`config.mk`:
```
export PLATFORM = sky130hd
export DESIGN_NAME = gpio_register_block
export DESIGN_NICKNAME = d
export VERILOG_FILES = /design/src/design/grb_pkg.sv /design/src/design/grb_ctrl.sv /design/src/design/grb_datapath.sv /design/src/design/gpio_register_block.sv
export SDC_FILE = /design/constraint.sdc
export NUM_CORES = 1
export LEC_CHECK = 0
export ABC_AREA = 1
export BUFFER_PORTS_ARGS = -buffer_cell sky130_fd_sc_hd__buf_4
export CAP_MARGIN = 20
export CELL_PAD_IN_SITES_DETAIL_PLACEMENT = 0
export CELL_PAD_IN_SITES_GLOBAL_PLACEMENT = 1
export CORE_MARGIN = 3
export CORE_UTILIZATION = 41
export DETAILED_ROUTE_END_ITERATION = 6
export PLACE_DENSITY_LB_ADDON = 0.25
export SLEW_MARGIN = 15
export SYNTH_ARGS = -nofsm -noshare
export SYNTH_HDL_FRONTEND = slang
export SYNTH_HIERARCHICAL = 1
export SYNTH_SLANG_ARGS = --single-unit
```
`constraint.sdc`:
```
create_clock -name clk -period 3.75 [get_ports clk]
set_clock_uncertainty 0.15 [all_clocks]
set_input_delay 0 -clock clk [delete_from_list [all_inputs] [get_ports clk]]
set_output_delay 0 -clock clk [all_outputs]
set_load 0.02 [all_outputs]
```
`src/design/grb_pkg.sv`:
```
// Shared types, register offsets and helper functions of the GPIO register block.
`default_nettype none

package grb_pkg;

    localparam int PIN_COUNT = 54;
    localparam int FSEL_WORDS = 6;
    localparam int FSEL_PINS = 10;
    localparam int FSEL_BITS = 3 * FSEL_PINS;
    localparam int FSEL_MAX_PINS = FSEL_WORDS * FSEL_PINS;

    localparam int IN_TDATA_WIDTH = ((6 + 32 + PIN_COUNT + 7) / 8) * 8;
    localparam int OUT_TDATA_WIDTH = ((32 + 4 * PIN_COUNT + 7) / 8) * 8;

    localparam logic [63:0] PIN_MASK64 =
        (PIN_COUNT >= 64) ? {64{1'b1}} : ((64'd1 << PIN_COUNT) - 64'd1);

    localparam logic [5:0] OFS_FSEL_FIRST = 6'd0;
    localparam logic [5:0] OFS_FSEL_LAST  = 6'(FSEL_WORDS - 1);
    localparam logic [5:0] OFS_SET_LO     = 6'd7;
    localparam logic [5:0] OFS_SET_HI     = 6'd8;
    localparam logic [5:0] OFS_CLR_LO     = 6'd10;
    localparam logic [5:0] OFS_CLR_HI     = 6'd11;
    localparam logic [5:0] OFS_LEV_LO     = 6'd13;
    localparam logic [5:0] OFS_LEV_HI     = 6'd14;
    localparam logic [5:0] OFS_PUD        = 6'd37;
    localparam logic [5:0] OFS_PUDCLK_LO  = 6'd38;
    localparam logic [5:0] OFS_PUDCLK_HI  = 6'd39;

    localparam logic [2:0] FSEL_OUTPUT = 3'd1;

    localparam logic [1:0] PULL_DOWN = 2'd1;
    localparam logic [1:0] PULL_UP   = 2'd2;

    typedef logic [PIN_COUNT-1:0] pin_vec_t;
    typedef logic [FSEL_WORDS-1:0][FSEL_BITS-1:0] fsel_words_t;

    typedef struct packed {
        logic capture;
        logic commit;
    } grb_cmd_t;

    // Writable bits of one function-select word: three per existing pin.
    function automatic logic [FSEL_BITS-1:0] fsel_mask(input int word);
        logic [FSEL_BITS-1:0] m;
        m = '0;
        for (int i = 0; i < FSEL_PINS; i++) begin
            if (word * FSEL_PINS + i < PIN_COUNT) begin
                m[3*i +: 3] = 3'b111;
            end
        end
        return m;
    endfunction

    // Output enable per pin: set where the function code selects output.
    function automatic pin_vec_t enables(input fsel_words_t fsel);
        pin_vec_t oe;
        oe = '0;
        for (int p = 0; p < PIN_COUNT; p++) begin
            if (p < FSEL_MAX_PINS) begin
                oe[p] = (fsel[p / FSEL_PINS][3 * (p % FSEL_PINS) +: 3] == FSEL_OUTPUT);
            end
        end
        return oe;
    endfunction

endpackage

`default_nettype wire

```
`src/design/grb_ctrl.sv`:
```
// Controller state machine of the GPIO register block: beat handshakes and sequencing.
`default_nettype none

module grb_ctrl (
    input  wire logic            clk,
    input  wire logic            rst_n,
    input  wire logic            s_tvalid,
    output logic                 s_tready,
    output logic                 m_tvalid,
    input  wire logic            m_tready,
    output grb_pkg::grb_cmd_t    cmd
);

    typedef enum logic [1:0] {
        S_IDLE = 2'b01,
        S_EXEC = 2'b10
    } state_t;

    state_t state_reg;
    state_t state_next;
    logic   out_valid_reg;
    logic   out_valid_next;

    always_comb
    begin
        state_next = state_reg;
        cmd.capture = 1'b0;
        cmd.commit = 1'b0;
        unique case (state_reg)
            S_IDLE:
            begin
                if (s_tvalid)
                begin
                    cmd.capture = 1'b1;
                    state_next = S_EXEC;
                end
            end
            S_EXEC:
            begin
                if (!out_valid_reg || m_tready)
                begin
                    cmd.commit = 1'b1;
                    state_next = S_IDLE;
                end
            end
            default:
            begin
                state_next = S_IDLE;
            end
        endcase
    end

    always_comb
    begin
        if (cmd.commit)
        begin
            out_valid_next = 1'b1;
        end
        else if (m_tready)
        begin
            out_valid_next = 1'b0;
        end
        else
        begin
            out_valid_next = out_valid_reg;
        end
    end

    always_ff @(posedge clk or negedge rst_n)
    begin
        if (!rst_n)
        begin
            state_reg <= S_IDLE;
            out_valid_reg <= 1'b0;
        end
        else
        begin
            state_reg <= state_next;
            out_valid_reg <= out_valid_next;
        end
    end

    assign s_tready = (state_reg == S_IDLE);
    assign m_tvalid = out_valid_reg;

endmodule

`default_nettype wire

```
`src/design/grb_datapath.sv`:
```
// Datapath of the GPIO register block: register file, access decode and result register.
`default_nettype none

module grb_datapath (
    input  wire logic                                  clk,
    input  wire logic                                  rst_n,
    input  wire grb_pkg::grb_cmd_t                     cmd,
    input  wire logic                                  in_mode,
    input  wire logic [grb_pkg::IN_TDATA_WIDTH-1:0]    in_data,
    output logic [grb_pkg::OUT_TDATA_WIDTH-1:0]        out_data
);

    localparam int PC = grb_pkg::PIN_COUNT;

    logic                    wr_reg;
    logic [5:0]              ofs_reg;
    logic [31:0]             data_reg;
    grb_pkg::pin_vec_t       pads_reg;

    grb_pkg::fsel_words_t    fsel_reg;
    grb_pkg::fsel_words_t    fsel_next;
    grb_pkg::pin_vec_t       latch_reg;
    grb_pkg::pin_vec_t       latch_next;
    logic [1:0]              pud_ctl_reg;
    logic [1:0]              pud_ctl_next;
    logic [1:0][31:0]        pudclk_reg;
    logic [1:0][31:0]        pudclk_next;
    grb_pkg::pin_vec_t       pu_reg;
    grb_pkg::pin_vec_t       pu_next;
    grb_pkg::pin_vec_t       pd_reg;
    grb_pkg::pin_vec_t       pd_next;

    logic [grb_pkg::OUT_TDATA_WIDTH-1:0] out_reg;

    logic                    hi_half;
    logic [63:0]             sel64;
    grb_pkg::pin_vec_t       sel;
    grb_pkg::pin_vec_t       oe_now;
    grb_pkg::pin_vec_t       level;
    logic [63:0]             level64;
    logic [31:0]             rd;

    // The upper word of each set, clear and pull clock pair addresses pins 32 and up.
    assign hi_half = (ofs_reg == grb_pkg::OFS_SET_HI) || (ofs_reg == grb_pkg::OFS_CLR_HI)
        || (ofs_reg == grb_pkg::OFS_PUDCLK_HI);
    assign sel64 = (hi_half ? {data_reg, 32'd0} : {32'd0, data_reg}) & grb_pkg::PIN_MASK64;
    assign sel = sel64[PC-1:0];
    assign oe_now = grb_pkg::enables(fsel_reg);
    assign level = (latch_reg & oe_now) | (pads_reg & ~oe_now);
    assign level64 = 64'(level);

    always_comb
    begin
        fsel_next = fsel_reg;
        latch_next = latch_reg;
        pud_ctl_next = pud_ctl_reg;
        pudclk_next = pudclk_reg;
        pu_next = pu_reg;
        pd_next = pd_reg;
        rd = '0;
        unique case (ofs_reg) inside
            [grb_pkg::OFS_FSEL_FIRST:grb_pkg::OFS_FSEL_LAST]:
            begin
                if (wr_reg)
                begin
                    fsel_next[ofs_reg[2:0]] = data_reg[grb_pkg::FSEL_BITS-1:0]
                        & grb_pkg::fsel_mask(int'(ofs_reg));
                end
                else
                begin
                    rd = 32'(fsel_reg[ofs_reg[2:0]]);
                end
            end
            grb_pkg::OFS_SET_LO, grb_pkg::OFS_SET_HI:
            begin
                if (wr_reg)
                begin
                    latch_next = latch_reg | sel;
                end
            end
            grb_pkg::OFS_CLR_LO, grb_pkg::OFS_CLR_HI:
            begin
                if (wr_reg)
                begin
                    latch_next = latch_reg & ~sel;
                end
            end
            grb_pkg::OFS_LEV_LO, grb_pkg::OFS_LEV_HI:
            begin
                if (!wr_reg)
                begin
                    rd = (ofs_reg == grb_pkg::OFS_LEV_HI) ? level64[63:32] : level64[31:0];
                end
            end
            grb_pkg::OFS_PUD:
            begin
                if (wr_reg)
                begin
                    pud_ctl_next = data_reg[1:0];
                end
                else
                begin
                    rd = {30'd0, pud_ctl_reg};
                end
            end
            grb_pkg::OFS_PUDCLK_LO, grb_pkg::OFS_PUDCLK_HI:
            begin
                if (wr_reg)
                begin
                    pudclk_next[ofs_reg[0]] = ofs_reg[0] ? sel64[63:32] : sel64[31:0];
                    if (pud_ctl_reg == grb_pkg::PULL_DOWN)
                    begin
                        pd_next = pd_reg | sel;
                        pu_next = pu_reg & ~sel;
                    end
                    else if (pud_ctl_reg == grb_pkg::PULL_UP)
                    begin
                        pu_next = pu_reg | sel;
                        pd_next = pd_reg & ~sel;
                    end
                    else
                    begin
                        pu_next = pu_reg & ~sel;
                        pd_next = pd_reg & ~sel;
                    end
                end
                else
                begin
                    rd = pudclk_reg[ofs_reg[0]];
                end
            end
            default:
            begin
                rd = '0;
            end
        endcase
    end

    always_ff @(posedge clk)
    begin
        if (cmd.capture)
        begin
            wr_reg <= in_mode;
            ofs_reg <= in_data[5:0];
            data_reg <= in_data[37:6];
            pads_reg <= in_data[38 +: PC];
        end
        if (cmd.commit)
        begin
            out_reg <= grb_pkg::OUT_TDATA_WIDTH'({pd_next, pu_next,
                grb_pkg::enables(fsel_next), latch_next, rd});
        end
    end

    always_ff @(posedge clk or negedge rst_n)
    begin
        if (!rst_n)
        begin
            fsel_reg <= '0;
            latch_reg <= '0;
            pud_ctl_reg <= '0;
            pudclk_reg <= '0;
            pu_reg <= '0;
            pd_reg <= '0;
        end
        else if (cmd.commit)
        begin
            fsel_reg <= fsel_next;
            latch_reg <= latch_next;
            pud_ctl_reg <= pud_ctl_next;
            pudclk_reg <= pudclk_next;
            pu_reg <= pu_next;
            pd_reg <= pd_next;
        end
    end

    assign out_data = out_reg;

endmodule

`default_nettype wire

```
`src/design/gpio_register_block.sv`:
```
// Top level of the GPIO register block: controller, datapath and checks.
`default_nettype none

// Each input beat is one register access (tuser: 0 read, 1 write) with the sampled
// pad levels; each access yields exactly one output beat with the word read (zero for
// a write) and the pin outputs after the access. An access is captured from the beat in
// the idle state, then applied to the register file and loaded into the output register
// in the execute state once that register is empty or being read. Only one access is in
// flight; a finished result may wait in the output register while the next beat is
// captured.
module gpio_register_block (
    input  wire logic                                  clk,
    input  wire logic                                  rst_n,
    input  wire logic                                  s_tvalid,
    output logic                                       s_tready,
    // Fields from bit 0: word_offset, write_data, pad_levels, zero fill.
    input  wire logic [grb_pkg::IN_TDATA_WIDTH-1:0]    s_tdata,
    // Field: mode.
    input  wire logic                                  s_tuser,
    output logic                                       m_tvalid,
    input  wire logic                                  m_tready,
    // Fields from bit 0: read_data, drive_levels, output_enables, pull_ups, pull_downs.
    output logic [grb_pkg::OUT_TDATA_WIDTH-1:0]        m_tdata
);

    localparam int PC = grb_pkg::PIN_COUNT;

    grb_pkg::grb_cmd_t cmd;

    grb_ctrl u_ctrl (
        .clk      (clk),
        .rst_n    (rst_n),
        .s_tvalid (s_tvalid),
        .s_tready (s_tready),
        .m_tvalid (m_tvalid),
        .m_tready (m_tready),
        .cmd      (cmd)
    );

    grb_datapath u_datapath (
        .clk      (clk),
        .rst_n    (rst_n),
        .cmd      (cmd),
        .in_mode  (s_tuser),
        .in_data  (s_tdata),
        .out_data (m_tdata)
    );

    // A captured beat closes the input until its result is committed.
    a_one_in_flight: assert property (@(posedge clk) disable iff (!rst_n)
        (s_tvalid && s_tready) |=> !s_tready)
        else $error("input accepted while an access is in flight");

    // A new result appears only after an access was captured.
    a_result_source: assert property (@(posedge clk) disable iff (!rst_n)
        $rose(m_tvalid) |-> $past(!s_tready))
        else $error("result produced without a captured access");

    // A pin never has both pull resistors enabled.
    a_pull_exclusive: assert property (@(posedge clk) disable iff (!rst_n)
        m_tvalid |-> ((m_tdata[32 + 2*PC +: PC] & m_tdata[32 + 3*PC +: PC]) == '0))
        else $error("pull-up and pull-down both enabled on a pin");

endmodule

`default_nettype wire

```
# After elaboration in Yosys (flattened, before gate mapping)
# Index checks and enable logic that the tools add are counted.
# word_totals
reg_bits,752
latch_bits,0
ramBits,0
mem_bits_ro,0
input_bits,101
n_memories,0
# classes
n_addsub,9
mul,1
n_div,0
order_cmp,16
n_eq_ne,123
n_shift,0
n_mux,69
n_bitwise,12
n_reduce_logical,16
# op_table
op,n
54-bit 2-to-1 mux,10
"3-bit by 1-bit equality test with 1-bit output, second input constant",108
162-bit 2-to-1 mux,2
"32-bit by 7-bit < comparator with 1-bit output, second input constant",10
54-bit AND,5
32-bit 2-to-1 mux,7
54-bit OR,4
180-bit bitwise mux,1
"32-bit by 4-bit adder with 32-bit output, second input constant",4
32-bit case mux with 4 select lines,1
54-bit NOT,2
54-bit case mux with 2 select lines,1
30-bit binary-select mux with 3-bit select,1
30-bit demux with 3-bit select,1
3-bit 2-to-1 mux,30
30-bit 2-to-1 mux,3
"32-bit by 3-bit adder with 32-bit output, second input constant",2
"32-bit by 5-bit adder with 32-bit output, second input constant",2
64-bit bitwise mux,1
"32-bit by 2-bit adder with 32-bit output, second input constant",1
32-bit demux with 1-bit select,1
30-bit AND,1
"6-bit by 4-bit equality test with 1-bit output, second input constant",5
"6-bit equality test, second input constant",3
other kinds (22),40

# Logic depth before layout (Yosys ltp)
# Gate-level depths: netlist (run 1).
# logic_depth
ltp_word,11
depth_mapped,19
depth_no_buf,19

# Modules after synthesis
# Netlist (run 1), hierarchy kept.
# modules_own_cells
module,instances,cells_per_inst,area_per_inst_um2,seq_area_each_um2
grb_datapath,1,3981,35012.3,20449.6
grb_ctrl,1,22,153.9,76.3

# Worst setup path before layout (run 1)
# Ideal clock, no wire load.
# synth_path
kind,flip-flop to flip-flop
from,"register u_ctrl.out_valid_reg, in the netlist u_ctrl/m_tvalid"
to,register u_datapath/fsel_reg[12] (netlist bit)
setup_time_ns,0.066
t_arrival_ns,3.613
path_slack_ns,-0.079
path_stages_with_launch,11
n_path_buf,5
synth_period_minus_slack_ns,3.829
cell_sequence,dfrtp_1 > nand2_1 > inv_1 > nor2_1 > buf_4 > clkbuf_1 > clkbuf_1 > buf_1 > buf_1 > nand2_1 > nand2_1
# synth_rtl
item,line_no,rtl
"start, declared",grb_ctrl.sv:21,logic out_valid_reg;
"start signal, assigned",grb_ctrl.sv:79,out_valid_reg <= out_valid_next;
"end signal, assigned",grb_datapath.sv:168,fsel_reg <= fsel_next;
"end, declared",grb_datapath.sv:20,grb_pkg::fsel_words_t fsel_reg;

# Worst setup path after layout (run 1)
# layout_path
from,register u_datapath.ofs_reg[3]
to,"register u_datapath.out_reg, in the netlist u_datapath/out_data[102] (data pin)"
# layout_between
elab_chain_cells,11
word_cells_on_any_way,14
# layout_rtl
item,line_no,rtl
"start, declared",grb_datapath.sv:16,logic [5:0] ofs_reg;
"start signal, assigned",grb_datapath.sv:144,ofs_reg <= in_data[5:0];
6-bit by 3-bit multiplier with 9-bit output,grb_pkg.sv:48,if (word * FSEL_PINS + i < PIN_COUNT) begin
32-bit by 4-bit adder with 32-bit output,grb_pkg.sv:48,
32-bit by 7-bit < comparator with 1-bit output,grb_pkg.sv:48,
3-bit 2-to-1 mux,grb_pkg.sv:48,
3-bit 2-to-1 mux,grb_datapath.sv:64,if (wr_reg)
3-bit 2-to-1 mux,grb_datapath.sv:61,unique case (ofs_reg) inside
30-bit AND,grb_datapath.sv:67,& grb_pkg::fsel_mask(int'(ofs_reg));
180-bit bitwise mux,grb_datapath.sv:66,fsel_next[ofs_reg[2:0]] = data_reg[grb_pkg::FSEL_BITS-1:0]
162-bit 2-to-1 mux,grb_datapath.sv:64,
162-bit 2-to-1 mux *,grb_datapath.sv:61,
3-bit by 1-bit equality test with 1-bit output *,grb_pkg.sv:61,oe[p] = (fsel[p / FSEL_PINS][3 * (p % FSEL_PINS) +: 3] == FSEL_OUTPUT);
"end signal, assigned",grb_datapath.sv:150,"out_reg <= grb_pkg::OUT_TDATA_WIDTH'({pd_next, pu_next,"
"end, declared",grb_datapath.sv:33,logic [grb_pkg::OUT_TDATA_WIDTH-1:0] out_reg;
# Mark *: on every way between the ends. The rest lies on a longest branch, timed or not. The select of a mux whose other input is x is not followed.
# A chain may end at the register's enable or synchronous reset.

==> results of run 1 <==
## placed cells by master, fill, tap and decap left out, drive strengths merged, types with 39 or more instances in the layout
master,synthesis,final
nand2,1319,1319
o21ai,683,683
buf,74,493
dfrtp,410,410
edfxtp,341,341
inv,314,318
nand3,266,266
dlygate4sd3,0,193
nor2,171,171
clkbuf,155,118
o211ai,39,39
## worst register-to-register path, delay by kind of cell (launching register included)
kind / cells / cell delay [ns]
buffers and inverters: 2 / 0.26
adders and majority gates: 3 / 0.96
and+or+nand+nor: 11 / 1.48
DFF: 1 / 0.41
## where the power goes
part           internal, mW  switching (mW)  total, mW
clock                  4.98            3.58       8.56
combinational          1.12            2.19       3.31
sequential             9.24           0.440       9.68
total                  15.3            6.21       21.5
## area by class of cell
type	count	area (um^2)	area share [%]
Clock buffer	118	2350	5.26
Clock inverter	38	497	1.11
Inverter	314	1180	2.65
Multi-Input combinational cell	2708	12700	28.4
Sequential cell	752	20500	45.9
Tap cell	1134	1420	3.18
Timing Repair Buffer	686	5990	13.4
## kinds of logic (layout without fill, tap and decap cells)
group,Yosys count,count (layout),synth area share [%]
AO/OA/AOI/OAI,854,854,13.2
XOR/XNOR,1,1,0.0249
adder cells (fa/ha/maj),21,21,0.769
buffers and inverters,543,1156,6.01
flip-flops,752,752,58.4
multiplexers,20,20,0.640
AND/OR/NAND/NOR,1812,1812,21.0
## layer usage
metal,global-route usage (%),share of wire (%)
met2,44.8,45
met3,6.76,8.0
met4,14.7,5.9
met5,0,0.032
met1,37.5,41
## worst max-delay path by stage
| stage | startpoint | to | slack (ns) | depth (start not counted) |
|---|---|---|---|---|
| after floorplan | u_ctrl/state_reg[0]$_DFFE_PN1P_ | u_datapath/data_reg[0]$_DFFE_PP_ | 0.15 | 2 |
| after detailed placement | u_datapath/ofs_reg[3]$_DFFE_PP_ | u_datapath/out_data[119]$_DFFE_PP_ | -0.05 | 14 |
| after global routing | u_datapath/ofs_reg[3]$_DFFE_PP_ | u_datapath/out_data[112]$_DFFE_PP_ | 0.0007 | 16 |
| after global placement | u_datapath/ofs_reg[1]$_DFFE_PP_ | u_datapath/out_data[109]$_DFFE_PP_ | 0.03 | 16 |
| after CTS | u_datapath/ofs_reg[1]$_DFFE_PP_ | u_datapath/out_data[108]$_DFFE_PP_ | 0.001 | 18 |
| final | u_datapath/ofs_reg[3]$_DFFE_PP_ | u_datapath/out_data[102]$_DFFE_PP_ | 0.22 | 16 |
## repair_timing
item	CTS	global route
hold buffers	194	0
setup buffers	0	2
gates resized for setup	2	39
gates cloned	0	0
hold endpoints to repair	598	0
pin swaps	0	3
endpoints found under the setup margin	5	92
## per-stage QoR
step	power, mW	instances	setup slack, ns	util (%)
floorplan	11.5	4003	0.154	-
global placement	12.9	5398	0.0335	47.1
detailed placement	12.9	5398	-0.0534	47.1
CTS	21.6	5748	0.00133	52.8
global route	22.4	5750	0.000708	53.0
finish	21.5	5750	0.225	53.0
==> impl_metrics.py, run 1 <==
metrics = {
    "synth": {
        "syn_nets": 4125,
        "yosysTopAreaCell": "dfrtp_1",
        "netlist_area_um2": 35200,
        "yosysTopAreaCellShare_pct": 29.2,
        "ys_seq_area_share_pct": 58.4,
        "synth_common_cells": "1,316 x nand2_1, 574 x o21ai_0, 410 x dfrtp_1",
        "synthCells": 4003,
        "synthDistinctLibCells": 46,
        "synth.most_common_cell": "nand2_1",
        "ys_top_cells_by_area": "dfrtp_1 29%, edfxtp_1 29%, nand2_1 14%, o21ai_0 8.2%, nand3_1 3.7%",
        "synth_edf_count": 341,
        "syn_area_per_cell_um2": 8.78,
        "yosys_warnings": 6,
        "dominantRegCellSynth": "dfrtp_1",
        "synth_seq_cells": 752,
        "async_flop_share_pct": 54.7,
    },
    "clock_network": {
        "cts_buffer_depth": 3,
        "clk_pin_slew_ns": 0.06,
        "tritoncts": "built",
        "clk_latency_ns": 0.66,
        "htree_levels": 3,
        "cts_root_buf": "clkbuf_16",
        "numCtsBuffers": 84,
        "clock-sinks": 752,
    },
    "routing": {
        "drtIter0Drc": 3016,
        "wire_per_inst_um": 22.6,
        "drt-vias-per-instance": 5.32,
        "routed_wl_um": 130000,
        "drc": 0,
        "first_pass_iters": 6,
        "drt.antenna.violating_nets": 0,
        "vias": 30600,
    },
    "run": {
        "cap_violations": 0,
    },
    "worst_setup_path": {
        "critical_path_class": "flip-flop to flip-flop",
        "crit_top_cell": "nand2_1",
        "critical_path_buf_inv_count": 2,
        "reg2reg_from": "u_datapath/ofs_reg[3]$_DFFE_PP_",
        "crit_path_cell_trace": "ha_1 > ha_1 > inv_1 > fa_1 > buf_4 > nor2_1 > nand2_1 > nand2_1 > nand3b_1 > nand3_1 > nor2_4 > nand3_1 > nand2_1 > nand2_1 > nand2_1 > nor2_1",
        "crit_required_ns": 4.00,
        "cp_max_fo": 8,
        "r2r_slack_ns": 0.22,
        "start_kind": "flip-flop",
        "cp_slowest_cell": "fa_1",
        "r2r-end": "u_datapath/out_data[102]$_DFFE_PP_",
        "reg2reg_depth": 16,
        "critPathMaxStageDelay_ns": 0.42,
        "cp-end-kind": "flip-flop",
        "worstPathArrival_ns": 3.78,
        "cp_top_family": "simple AND/OR/NAND/NOR gates",
    },
    "sta": {
        "setup_viol": 0,
        "slew_headroom_pct": 31.1,
        "hold_violations": 0,
        "worst_slew_pin_slew_ns": 1.03,
        "fin_crit_sh_pct": 94.0,
        "rsz0062_at_grt": "false",
        "whs_ns": 0.236,
        "drv_slew": 0,
        "setup_tns_ns": 0,
        "post-route-min-period_ns": 3.53,
        "clock.fmax_mhz": 284,
    },
    "final_layout": {
        "fillers": 7910,
        "post-route-cell-area_um2": 44700,
        "fin_nets": 4668,
        "diodes": 0,
        "layout-drive-gt1-share_pct": 15.4,
        "area_delta_synth_final_pct": 27.0,
        "largest_reg_flops": 248,
    },
    "power": {
        "p_per_area_nw_per_um2": 482,
        "leakagePower_nw": 19.4,
        "vdd_drop_max_mv": 0.333,
    },
    "place": {
        "numPortBuffers": 346,
        "place_area_um2": 39700,
        "dp_hpwl_um": 91800,
        "globalplace.congestion": 0.926,
    },
    "die": {
        "initial_core_util_pct": 41.7,
        "die_h_um": 299,
        "ios": 351,
        "core_um2": 84400,
        "die_x_um": 299,
        "rows": 106,
        "dieArea_um2": 89300,
    },
    "global_route": {
        "antenna_found_initial": 4,
        "grt_pass1_vias": 29300,
        "grt_max_degree": 190,
        "grt-ovfl-total": 0,
        "grt_pass1_wl_um": 191000,
        "grtUsageTotal_pct": 28.8,
    },
    "hold_path": {
        "hold_depth": 4,
        "hold_start": "s_tvalid",
        "min_to": "u_datapath/pads_reg[23]$_DFFE_PP_",
        "hold_class": "input pin to flip-flop",
    },
    "run_status": {
        "status": "finished, final reports clean",
    },
}
Note: power is estimated with default switching activity, not from simulation.
==> run 2: changes to the inputs <==
--- a/config.mk
+++ b/config.mk
@@ -5,16 +5,15 @@
 export SDC_FILE = /design/constraint.sdc
 export NUM_CORES = 1
 export LEC_CHECK = 0
-export ABC_AREA = 1
 export BUFFER_PORTS_ARGS = -buffer_cell sky130_fd_sc_hd__buf_4
 export CAP_MARGIN = 20
 export CELL_PAD_IN_SITES_DETAIL_PLACEMENT = 0
 export CELL_PAD_IN_SITES_GLOBAL_PLACEMENT = 1
 export CORE_MARGIN = 3
-export CORE_UTILIZATION = 41
+export CORE_UTILIZATION = 43
 export DETAILED_ROUTE_END_ITERATION = 6
+export MAX_ROUTING_LAYER = met4
 export PLACE_DENSITY_LB_ADDON = 0.25
-export SLEW_MARGIN = 15
 export SYNTH_ARGS = -nofsm -noshare
 export SYNTH_HDL_FRONTEND = slang
 export SYNTH_HIERARCHICAL = 1
==> impl_metrics.py, run 2 <==
metrics = {
    "run_status": {
        "status": "finished with violations",
        "violations": "design-rule violations",
    },
    "die": {
        "die_h_um": 287,
        "die_x_um": 287,
        "initial_core_util_pct": 43.6,
        "rows": 102,
        "core_um2": 77700,
        "ios": 351,
        "dieArea_um2": 82200,
    },
    "final_layout": {
        "fin_nets": 3668,
        "layout-drive-gt1-share_pct": 24.1,
        "layout_commonest_cell": "nand2_1",
        "largest_reg_flops": 248,
        "area_delta_synth_final_pct": 26.9,
        "fin_util_pct": 55.3,
        "layout_common_cells": "496 x nand2_1, 495 x o21ai_0, 480 x buf_4, 410 x dfrtp_1, 341 x edfxtp_1",
        "layoutNonFillerInstCount": 4661,
    },
    "sta": {
        "whs_ns": 0.107,
        "slew_headroom_pct": 19.6,
        "hold_violations": 0,
        "worst_slew_pin_slew_ns": 1.20,
        "setup_ws_ns": 0.184,
        "rsz0062_at_grt": "true",
        "setup_tns_ns": 0,
        "post-route-min-period_ns": 3.57,
        "clock.fmax_mhz": 280,
        "drv_slew": 0,
        "setup_viol": 0,
        "fin_crit_sh_pct": 95.1,
    },
    "synth": {
        "yosys_warnings": 6,
        "syn_area_per_cell_um2": 11.3,
        "yosysTopAreaCellShare_pct": 30.3,
        "synth_seq_cells": 752,
        "ys_top_cells_by_area": "dfrtp_1 30%, edfxtp_1 30%, o21ai_0 7.5%, mux2_2 6.7%, nand2_1 5.5%",
        "dominantRegCellSynth": "dfrtp_1",
        "synthCells": 2999,
        "synth_common_cells": "505 x o21ai_0, 496 x nand2_1, 410 x dfrtp_1",
        "synthDistinctLibCells": 69,
        "synth.most_common_cell": "o21ai_0",
        "synth_edf_count": 341,
        "yosysTopAreaCell": "dfrtp_1",
        "syn_nets": 3121,
        "ys_seq_area_share_pct": 60.6,
        "async_flop_share_pct": 54.7,
        "netlist_area_um2": 33900,
    },
    "power": {
        "vdd_drop_max_mv": 0.314,
        "p_per_area_nw_per_um2": 452,
        "leakagePower_nw": 17.4,
    },
    "clock_network": {
        "clk_pin_slew_ns": 0.06,
        "cts_buffer_depth": 3,
        "tritoncts": "built",
        "htree_levels": 3,
        "numCtsBuffers": 83,
        "clock-sinks": 752,
        "clk_latency_ns": 0.65,
        "cts_root_buf": "clkbuf_16",
    },
    "worst_setup_path": {
        "critical_path_class": "flip-flop to flip-flop",
        "cp-end-kind": "flip-flop",
        "start_kind": "flip-flop",
        "critPathMaxStageDelay_ns": 0.46,
        "crit_required_ns": 4.07,
        "crit_path_cell_trace": "ha_1 > ha_1 > inv_1 > fa_1 > nor2b_1 > o211ai_1 > o32a_1 > nor4_4 > buf_6 > nand3_1 > o21ai_1",
        "cp_slowest_cell": "fa_1",
        "crit_top_cell": "ha_1",
        "worstPathArrival_ns": 3.89,
        "cp_max_fo": 8,
    },
    "place": {
        "dp.cells": 4308,
        "globalplace.congestion": 0.930,
        "place_ws_ns": 0.161,
        "numPortBuffers": 346,
        "dp_hpwl_um": 84600,
    },
    "routing": {
        "vias": 26800,
        "routed_wl_um": 121000,
        "drt.antenna.violating_nets": 0,
        "drc": 1,
        "first_pass_iters": 7,
        "wire_per_inst_um": 25.9,
        "drtIter0Drc": 2891,
        "drt-vias-per-instance": 5.75,
    },
    "global_route": {
        "grt_pass1_vias": 26700,
        "grtUsageTotal_pct": 29.9,
        "antenna_found_initial": 2,
        "grt_max_degree": 112,
        "grt-ovfl-total": 0,
        "grt_pass1_wl_um": 177000,
    },
    "hold_path": {
        "hold_class": "input pin to flip-flop",
    },
    "run": {
        "cap_violations": 0,
    },
}
==> run 2: changes by cell type after synthesis, sizes merged, moves of 124 or more <==
| cell | change |
|---|---|
| nand3 | -157 |
| mux2i | +124 |
| o21ai | -165 |
| nand2 | -823 |
| inv | -302 |
| mux2 | +183 |
==> run 2: report_power, final <==
group	switching [mW]	leakage, nW	internal, mW
Clock	3.44	1.35	4.82
Sequential	0.232	8.96	8.88
Combinational	1.33	7.13	0.733
==> run 2: worst max-delay path, delay by kind of cell (launching register included) <==
kind / cells / cell delay [ns]
adders and majority gates: 3 / 1.00
buffers and inverters: 2 / 0.27
and+or+nand+nor: 3 / 0.68
AOI/OAI and AO/OA: 3 / 0.84
DFF: 1 / 0.44
==> run 2: cell families after synthesis <==
logic type | after synthesis | share of synthesized area (%)
AND/OR/NAND/NOR | 872 | 11.7
flip-flops | 752 | 60.6
buffers and inverters | 241 | 3.06
AO/OA/AOI/OAI | 775 | 13.2
XOR/XNOR | 11 | 0.284
adder cells (fa/ha/maj) | 21 | 0.798
multiplexers | 327 | 10.4
==> run 2: area by class of cell <==
class | count | area [um^2]
inverter | 12 | 45.0
sequential | 752 | 20500
antenna | 5 | 12.5
clock buffer | 112 | 2300
fill | 6476 | 34700
timing repair buffer | 691 | 5880
tap | 1040 | 1300
clock inverter | 43 | 474
multi-input combinational | 2006 | 12500
==> run 2: metrics by stage <==
step	total power [mW]	area (um^2)
2_1_floorplan	10.1	33900
3_3_place_gp	11.1	38200
3_5_place_dp	11.1	38200
4_1_cts	19.5	42900
5_1_grt	20.1	43000
6_report	19.4	43000
==> run 2: final timing paths <==
path,start,end,slack [ns],cells past startpoint
worst max register to register,u_datapath/ofs_reg[1]$_DFFE_PP_,u_datapath/out_data[91]$_DFFE_PP_,0.18,11
worst min-delay path,m_tready,u_ctrl/m_tvalid$_DFFE_PN0P_,0.11,4
max in group asynchronous,rst_n,u_datapath/pd_reg[46]$_DFFE_PN0P_,2.36,4
min in group asynchronous,rst_n,u_datapath/latch_reg[35]$_DFFE_PN0P_,0.50,4
worst max-delay path,u_datapath/ofs_reg[1]$_DFFE_PP_,u_datapath/out_data[91]$_DFFE_PP_,0.18,11
worst min register to register,u_datapath/pudclk_reg[43]$_DFFE_PN0P_,u_datapath/pudclk_reg[43]$_DFFE_PN0P_,0.33,2
==> run 2: per-layer routing <==
metal  vias to the layer above  track usage, %  wire length (um)
met2                      1185            45.1             55200
li1                      11900               -                 -
met1                     13500            40.4             51200
met5                         -               -                 0
met3                       212            6.26             10100
met4                         0            10.3              4390
==> run 2: timing repair <==
action / CTS / global route
endpoints found under the setup margin: 0 / 58
resized for setup: 0 / 18
buffers inserted: 0 / 0
hold endpoints to repair: 528 / 0
hold buffers: 193 / 0
